`src/rtl/core/lkv_pkg.sv`:
```
package lkv_pkg;

  localparam int ENTRIES     = 16;
  localparam int KEY_WIDTH   = 32;
  localparam int VALUE_WIDTH = 32;

  localparam int FIELD_W  = 32;
  localparam int CAP_W    = 5;
  localparam int KEY_BITS = (KEY_WIDTH < FIELD_W) ? KEY_WIDTH : FIELD_W;
  localparam int VAL_BITS = (VALUE_WIDTH < FIELD_W) ? VALUE_WIDTH : FIELD_W;
  localparam int AGE_W    = (ENTRIES > 1) ? $clog2(ENTRIES) : 1;
  localparam int CNT_W    = $clog2(ENTRIES + 1);
  localparam int CMP_W    = (CNT_W > CAP_W) ? CNT_W : CAP_W;

  localparam logic [CAP_W-1:0] CAP_RESET = CAP_W'(16);

  typedef enum logic {
    OP_GET = 1'b0,
    OP_PUT = 1'b1
  } op_t;

  typedef struct packed {
    op_t                op;
    logic [FIELD_W-1:0] key;
    logic [FIELD_W-1:0] value;
  } req_t;

  typedef struct packed {
    logic               hit;
    logic [FIELD_W-1:0] read_value;
    logic               evicted;
  } res_t;

endpackage

```
`src/rtl/core/lkv_store.sv`:
```
module lkv_store (
  input  logic                    clk,
  input  logic                    rst_n,
  input  logic                    en,
  input  lkv_pkg::req_t           req,
  input  logic [lkv_pkg::CAP_W-1:0] cap,
  output lkv_pkg::res_t           res
);
  import lkv_pkg::*;

  logic [ENTRIES-1:0]  valid_r, valid_nxt;
  logic [AGE_W-1:0]    age_r   [ENTRIES];
  logic [AGE_W-1:0]    age_nxt [ENTRIES];
  logic [KEY_BITS-1:0] key_r   [ENTRIES];
  logic [VAL_BITS-1:0] val_r   [ENTRIES];
  logic [CNT_W-1:0]    n_r, n_nxt;

  logic [KEY_BITS-1:0] key_in;
  logic [VAL_BITS-1:0] val_in;
  logic [CMP_W-1:0]    cap_ext, cap_eff, n_ext;
  logic [AGE_W-1:0]    n_m1, n_m2, found_age;
  logic [VAL_BITS-1:0] found_val;
  logic [ENTRIES-1:0]  match, found, lru, second, victim, spare, touch_sel;
  logic [CNT_W-1:0]    thr;
  logic                hit, full, over;
  logic                touch_en, write_en, ins, evict_hit, evict_miss;

  assign key_in = req.key[KEY_BITS-1:0];
  assign val_in = req.value[VAL_BITS-1:0];

  always_comb begin
    cap_ext = CMP_W'(cap);
    if (cap_ext == '0) begin
      cap_eff = CMP_W'(1);
    end else if (cap_ext > CMP_W'(ENTRIES)) begin
      cap_eff = CMP_W'(ENTRIES);
    end else begin
      cap_eff = cap_ext;
    end
  end

  assign n_ext = CMP_W'(n_r);
  assign n_m1  = AGE_W'(n_r - CNT_W'(1));
  assign n_m2  = AGE_W'(n_r - CNT_W'(2));
  assign full  = n_ext >= cap_eff;
  assign over  = n_ext > cap_eff;

  always_comb begin
    for (int i = 0; i < ENTRIES; i++) begin
      match[i]  = valid_r[i] && (key_r[i] == key_in);
      lru[i]    = valid_r[i] && (age_r[i] == n_m1);
      second[i] = valid_r[i] && (age_r[i] == n_m2);
    end
  end

  // isolate lowest matching entry and lowest free slot
  assign found = match & (~match + ENTRIES'(1));
  assign spare = ~valid_r & (valid_r + ENTRIES'(1));
  assign hit   = |found;

  always_comb begin
    found_age = '0;
    found_val = '0;
    for (int i = 0; i < ENTRIES; i++) begin
      if (found[i]) begin
        found_age = found_age | age_r[i];
        found_val = found_val | val_r[i];
      end
    end
  end

  assign victim = (|(found & lru)) ? second : lru;

  always_comb begin
    touch_en   = 1'b0;
    write_en   = 1'b0;
    ins        = 1'b0;
    evict_hit  = 1'b0;
    evict_miss = 1'b0;
    touch_sel  = '0;
    thr        = '0;
    if (req.op == OP_GET) begin
      if (hit) begin
        touch_en  = 1'b1;
        touch_sel = found;
        thr       = CNT_W'(found_age);
      end
    end else if (hit) begin
      touch_en  = 1'b1;
      write_en  = 1'b1;
      touch_sel = found;
      thr       = CNT_W'(found_age);
      evict_hit = over;
    end else if (full) begin
      touch_en   = 1'b1;
      write_en   = 1'b1;
      touch_sel  = lru;
      thr        = CNT_W'(n_m1);
      evict_miss = 1'b1;
    end else begin
      touch_en  = 1'b1;
      write_en  = 1'b1;
      touch_sel = spare;
      thr       = n_r;
      ins       = 1'b1;
    end
  end

  always_comb begin
    for (int i = 0; i < ENTRIES; i++) begin
      valid_nxt[i] = valid_r[i];
      age_nxt[i]   = age_r[i];
      if (touch_en) begin
        if (touch_sel[i]) begin
          valid_nxt[i] = 1'b1;
          age_nxt[i]   = '0;
        end else if (valid_r[i] && (CNT_W'(age_r[i]) < thr)) begin
          age_nxt[i] = age_r[i] + AGE_W'(1);
        end
      end
      if (evict_hit && victim[i]) begin
        valid_nxt[i] = 1'b0;
        age_nxt[i]   = '0;
      end
    end
  end

  always_comb begin
    n_nxt = n_r;
    if (ins) begin
      n_nxt = n_r + CNT_W'(1);
    end else if (evict_hit) begin
      n_nxt = n_r - CNT_W'(1);
    end
  end

  always_comb begin
    res.hit        = hit;
    res.read_value = '0;
    if (req.op == OP_GET && hit) begin
      res.read_value = FIELD_W'(found_val);
    end
    res.evicted = evict_hit | evict_miss;
  end

  always_ff @(posedge clk) begin
    if (!rst_n) begin
      valid_r <= '0;
      n_r     <= '0;
      for (int i = 0; i < ENTRIES; i++) begin
        age_r[i] <= '0;
      end
    end else if (en) begin
      valid_r <= valid_nxt;
      n_r     <= n_nxt;
      for (int i = 0; i < ENTRIES; i++) begin
        age_r[i] <= age_nxt[i];
      end
    end
  end

  always_ff @(posedge clk) begin
    if (en && write_en) begin
      for (int i = 0; i < ENTRIES; i++) begin
        if (touch_sel[i]) begin
          key_r[i] <= key_in;
          val_r[i] <= val_in;
        end
      end
    end
  end

  a_count_matches: assert property (@(posedge clk) disable iff (!rst_n)
    n_r == CNT_W'($countones(valid_r)))
    else $error("fill count out of step with valid bits");

  a_found_unique: assert property (@(posedge clk) disable iff (!rst_n)
    $onehot0(match))
    else $error("key stored in more than one entry");

  a_evict_on_put: assert property (@(posedge clk) disable iff (!rst_n)
    (en && res.evicted) |-> (req.op == OP_PUT))
    else $error("eviction on a get");

  a_victim_present: assert property (@(posedge clk) disable iff (!rst_n)
    (en && (evict_hit || evict_miss)) |-> $onehot(evict_hit ? victim : lru))
    else $error("no single least recent entry");

endmodule

```
`src/rtl/core/lru_key_value_cache_unit.sv`:
```
// Path: input register, then result register; an accepted word is held in the input register
// and moves into the result register once no unread result is held or out_ready is high.
// Throughput: one word per cycle while out_ready takes each result; the parallel key compare
// and rank update over all 16 entries completes in the single pass between the two registers.
// Reset: synchronous, active low; clears entry valid bits, ranks, fill count and the valid
// flags of both pipeline registers, and sets capacity to 16. Stored keys, values and
// pipeline payloads are not reset.
module lru_key_value_cache_unit (
  input  logic                        clk,
  input  logic                        rst_n,
  input  logic                        cfg_valid,
  output logic                        cfg_ready,
  input  logic [lkv_pkg::CAP_W-1:0]   cfg_data,
  input  logic                        in_valid,
  output logic                        in_ready,
  input  logic                        in_op,
  input  logic signed [lkv_pkg::FIELD_W-1:0] in_key,
  input  logic signed [lkv_pkg::FIELD_W-1:0] in_value,
  output logic                        out_valid,
  input  logic                        out_ready,
  output logic                        out_hit,
  output logic signed [lkv_pkg::FIELD_W-1:0] out_read_value,
  output logic                        out_evicted
);
  import lkv_pkg::*;

  logic             in_valid_r, out_valid_r;
  logic [CAP_W-1:0] cap_r;
  req_t             req_r;
  res_t             res, res_r;
  logic             advance;

  assign advance   = in_valid_r && (!out_valid_r || out_ready);
  assign in_ready  = !in_valid_r || advance;
  assign cfg_ready = 1'b1;

  lkv_store u_store (
    .clk   (clk),
    .rst_n (rst_n),
    .en    (advance),
    .req   (req_r),
    .cap   (cap_r),
    .res   (res)
  );

  always_ff @(posedge clk) begin
    if (!rst_n) begin
      in_valid_r  <= 1'b0;
      out_valid_r <= 1'b0;
      cap_r       <= CAP_RESET;
    end else begin
      if (in_ready) begin
        in_valid_r <= in_valid;
      end
      if (advance) begin
        out_valid_r <= 1'b1;
      end else if (out_ready) begin
        out_valid_r <= 1'b0;
      end
      if (cfg_valid) begin
        cap_r <= cfg_data;
      end
    end
  end

  always_ff @(posedge clk) begin
    if (in_valid && in_ready) begin
      req_r.op    <= op_t'(in_op);
      req_r.key   <= in_key;
      req_r.value <= in_value;
    end
    if (advance) begin
      res_r <= res;
    end
  end

  assign out_valid      = out_valid_r;
  assign out_hit        = res_r.hit;
  assign out_read_value = res_r.read_value;
  assign out_evicted    = res_r.evicted;

endmodule
```
`config.mk`:
```
export PLATFORM = sky130hd
export DESIGN_NAME = lru_key_value_cache_unit
export DESIGN_NICKNAME = d
export VERILOG_FILES = /design/src/rtl/core/lkv_pkg.sv /design/src/rtl/core/lkv_store.sv /design/src/rtl/core/lru_key_value_cache_unit.sv
export SDC_FILE = /design/constraint.sdc
export NUM_CORES = 2
export LEC_CHECK = 0
export ABC_AREA = 0
export BUFFER_PORTS_ARGS = -buffer_cell sky130_fd_sc_hd__buf_4
export CAP_MARGIN = 20
export CORE_ASPECT_RATIO = 0.7
export CORE_MARGIN = 2
export CORE_UTILIZATION = 35
export DETAILED_ROUTE_END_ITERATION = 16
export PLACE_DENSITY = 0.62
export SETUP_SLACK_MARGIN = 0.02
export SYNTH_ARGS = -nofsm -noshare
export SYNTH_HDL_FRONTEND = slang
export SYNTH_SLANG_ARGS = --single-unit
```
`constraint.sdc`:
```
create_clock -name clk -period 6.79 [get_ports clk]
set_input_delay 1.0185 -clock clk [delete_from_list [all_inputs] [get_ports clk]]
set_output_delay 1.0185 -clock clk [all_outputs]
set_load 0.05 [all_outputs]
```
==> results by group <==
Detailed routing
  – DRC Markers: 0
  – Wire length per cell: 25.5 µm
  – Detailed Route WL: 145000 µm
  – First-pass iteration count of the detailed router: 6
  – Drt via density: 5.38
  – Via Count: 30500
  – Detail Route Antenna Nets: 0
  – Drt initial violations: 3902

Setup path
  – Critical-path cell list: buf_4 -> xnor2_1 -> nand4_1 -> nor4_1 -> nand4_1 -> and2_1 -> nand2_1 -> nor4_2 -> a22o_1 -> a2111oi_0 -> nand4_1 -> nand2_1 -> buf_12 -> ha_1 -> a21o_1 -> a21oi_1 -> o21ai_0 -> a31oi_1
  – Crit-path most repeated cell: nand4_1
  – Crit. End Element: flip-flop
  – CP max stage delay: 0.73 ns
  – Peak fanout along the critical path: 16
  – WP data required: 7.14 ns
  – R2R depth: 18
  – Buffers and inverters on the worst path: 2
  – Crit path DAT: 6.74 ns
  – Crit Path Category: reg -> reg
  – Max stage delay cell, worst path: edfxtp_1
  – Crit start category: flip-flop
  – Crit path depth: 18
  – Cell family with most CP delay: simple AND/OR/NAND/NOR gates

Synthesis
  – Synth Register Bits: 1215
  – Number of enable flip-flop cells after synthesis: 1187
  – Synth Net Count: 3567
  – Cell Area, Synth: 0.0517 mm²
  – Post-synth ARST share: 0
  – Main flop type after synthesis: edfxtp_1
  – Post-synthesis mux area share: 0.00469
  – Share of the yosys chip area belonging to registers: 0.700
  – Synth warn: 0
  – Largest family of logic cells by synthesized area: XOR/XNOR gates
  – Synth Area in XOR/XNOR: 0.113
  – Compound-gate portion of the synthesized area: 0.0682
  – Post-synth cell types: 68
  – Post-Syn Area per Cell: 15.1 µm²
  – Cells after Synth: 3418
  – Fraction of the mapped netlist area in adder cells: 0.0179
  – Synth Area in Simple Gates: 0.0759

Hold path
  – Hold WC Path Type: in -> reg
  – Worst Hold Depth: 1

GRT
  – Antenna violations before repair: 5
  – Vias in the first global route: 29400
  – First-pass GRT wire length: 210000 µm
  – Gr ovfl total: 0
  – GR Util All Layers: 0.188
  – Largest net degree at the start of global routing: 65

STA
  – Final Max Tran Viols: 0
  – RSZ-0062 raised after global routing: false
  – Slew headroom: 0.290
  – Final Setup Violations: 0
  – Final Hold Viols: 0
  – Period utilization: 0.941
  – Setup_tns: 0 ns
  – Fmax: 157 MHz
  – Max Clock Skew: 0.0554 ns
  – Fin crit period: 6.39 ns
  – Tightest Pin Transition: 1.06 ns

Power and ir drop
  – Total power: 16.0 mW
  – Max VDD drop: 218 µV
  – Static Leak: 19.6 nW
  – Pwr per Cell Area: 269 mW/mm²

Cells and area
  – Final instance area: 0.0594 mm²
  – Finished Core Util: 0.407
  – Net count, final: 3758
  – Commonest cells after routing, fill and taps aside: edfxtp_1, xor2_1, xnor2_1
  – P&R area growth vs syn: 14.9%
  – Share of post-route cells with drive strength above 1: 0.131
  – Commonest non-fill, non-tap cell in the layout: edfxtp_1
  – Fillers: 13400

CTS
  – CTS H-tree lvls: 3
  – Post-CTS Repair Setup Buffers: 0
  – Gates resized, CTS repair: 0
  – Worst-path clk slew: 0.06 ns
  – CTS tree: yes
  – Num CTS Buffers: 118
  – Worst-Skew Late Latency: 0.75 ns
  – CTS root buffer: clkbuf_16
  – CTS Hold Bufs: 0
  – # clock sinks: 1215
  – Max clock buf depth: 3

Floorplanning
  – Die Ht: 326 µm
  – DIE WIDTH: 463 µm
  – Num ports: 112
  – Core Region: 0.146 mm²
  – Initial Util: 0.354
  – Std-Cell Rows: 117
  – Die ar.: 0.151 mm²

Placed design
  – HPWL after DPL: 90300 µm
  – Cell area after placement: 0.0556 mm²
  – PortBufs: 110
  – RD Place Congestion: 0.907

Outcome
  – Status: complete, no violations

Run
  – Max-cap violations: 0
==> synthesized netlist by cell type, drive strengths merged (7+ instances only) <==
master / number / area, µm²
nand2: 106 / 398
clkbuf: 119 / 448
nor2b: 7 / 43.8
nor3: 60 / 305
a21o: 18 / 135
dfxtp: 28 / 561
a222oi: 67 / 671
o21ai: 43 / 215
xnor2: 257 / 2250
edfxtp: 1187 / 35600
and2: 20 / 125
and3: 52 / 325
nand3: 75 / 375
buf: 73 / 532
nand2b: 51 / 319
inv: 20 / 75.1
xor2: 406 / 3560
o41ai: 7 / 61.3
ha: 74 / 926
o211a: 15 / 150
mux2i: 22 / 220
a21oi: 91 / 459
nor4: 87 / 551
a31oi: 48 / 300
nor2: 149 / 559
nand4: 109 / 682
a211o: 32 / 280
o211ai: 16 / 120
a22oi: 103 / 773
==> power breakdown <==
part	switching (mW)	leakage [nW]	internal [mW]
clock network	2.87	1.87	3.61
logic	0.627	6.73	0.374
registers	0.164	11.0	8.31
==> final cells by class <==
type                    instances  area, µm²  share of cell area
well taps                    1963       2460              0.0413
clock buffers                 152       3170              0.0534
clock inverters                71        632              0.0106
diodes                          1       2.50           0.0000421
multi-input cells            1991      14800               0.248
flip-flops and latches       1215      36200               0.609
repair buffers                263       2140              0.0361
inverters                      20       75.1             0.00126
==> sequential cells by signal, summed over array words and instances, names as in the netlist, 5 cells and up <==
signal,count
cap_r,5
out_read_value,32
req_r,65
u_store.age_r,64
u_store.key_r,512
u_store.n_ext,5
u_store.val_r,512
u_store.valid_r,16
==> metal layers <==
| metal | up-vias | track usage | part of all wire |
|---|---|---|---|
| met5 | - | 0 | 0.000090 |
| met4 | 2 | 0.0460 | 0.021 |
| met3 | 196 | 0.0522 | 0.10 |
| met2 | 1400 | 0.262 | 0.41 |
| met1 | 15400 | 0.288 | 0.47 |
| li1 | 13500 | - | - |
==> worst paths after layout <==
kind	endpoint	slack, ns	start
hold reg to reg	u_store.n_ext[4]	0.49	u_store.n_ext[4]
setup reg to reg	u_store.age_r[1][20]	0.40	req_r[49]
setup / recovery	u_store.age_r[1][20]	0.40	req_r[49]
hold / removal	req_r[21]	0.44	in_value[21]
==> metrics by stage <==
stage          hold slack [ns]  cells  setup WS, ns
2_1_floorplan            0.456   3418         0.120
3_3_place_gp             0.473   5451         0.612
3_5_place_dp             0.492   5451         0.411
4_1_cts                  0.378   5674         0.363
5_1_grt                  0.396   5676        0.0286
6_report                 0.436   5676         0.401
==> logic make-up after synthesis <==
logic type / Yosys count
muxes: 24
and+or+nand+nor: 747
other: 1
buffers and inverters: 212
AOI/OAI and AO/OA: 481
DFF: 1215
adders and majority gates: 74
xor gates and xnor gates: 664
Power figures use the tool's default switching activity.
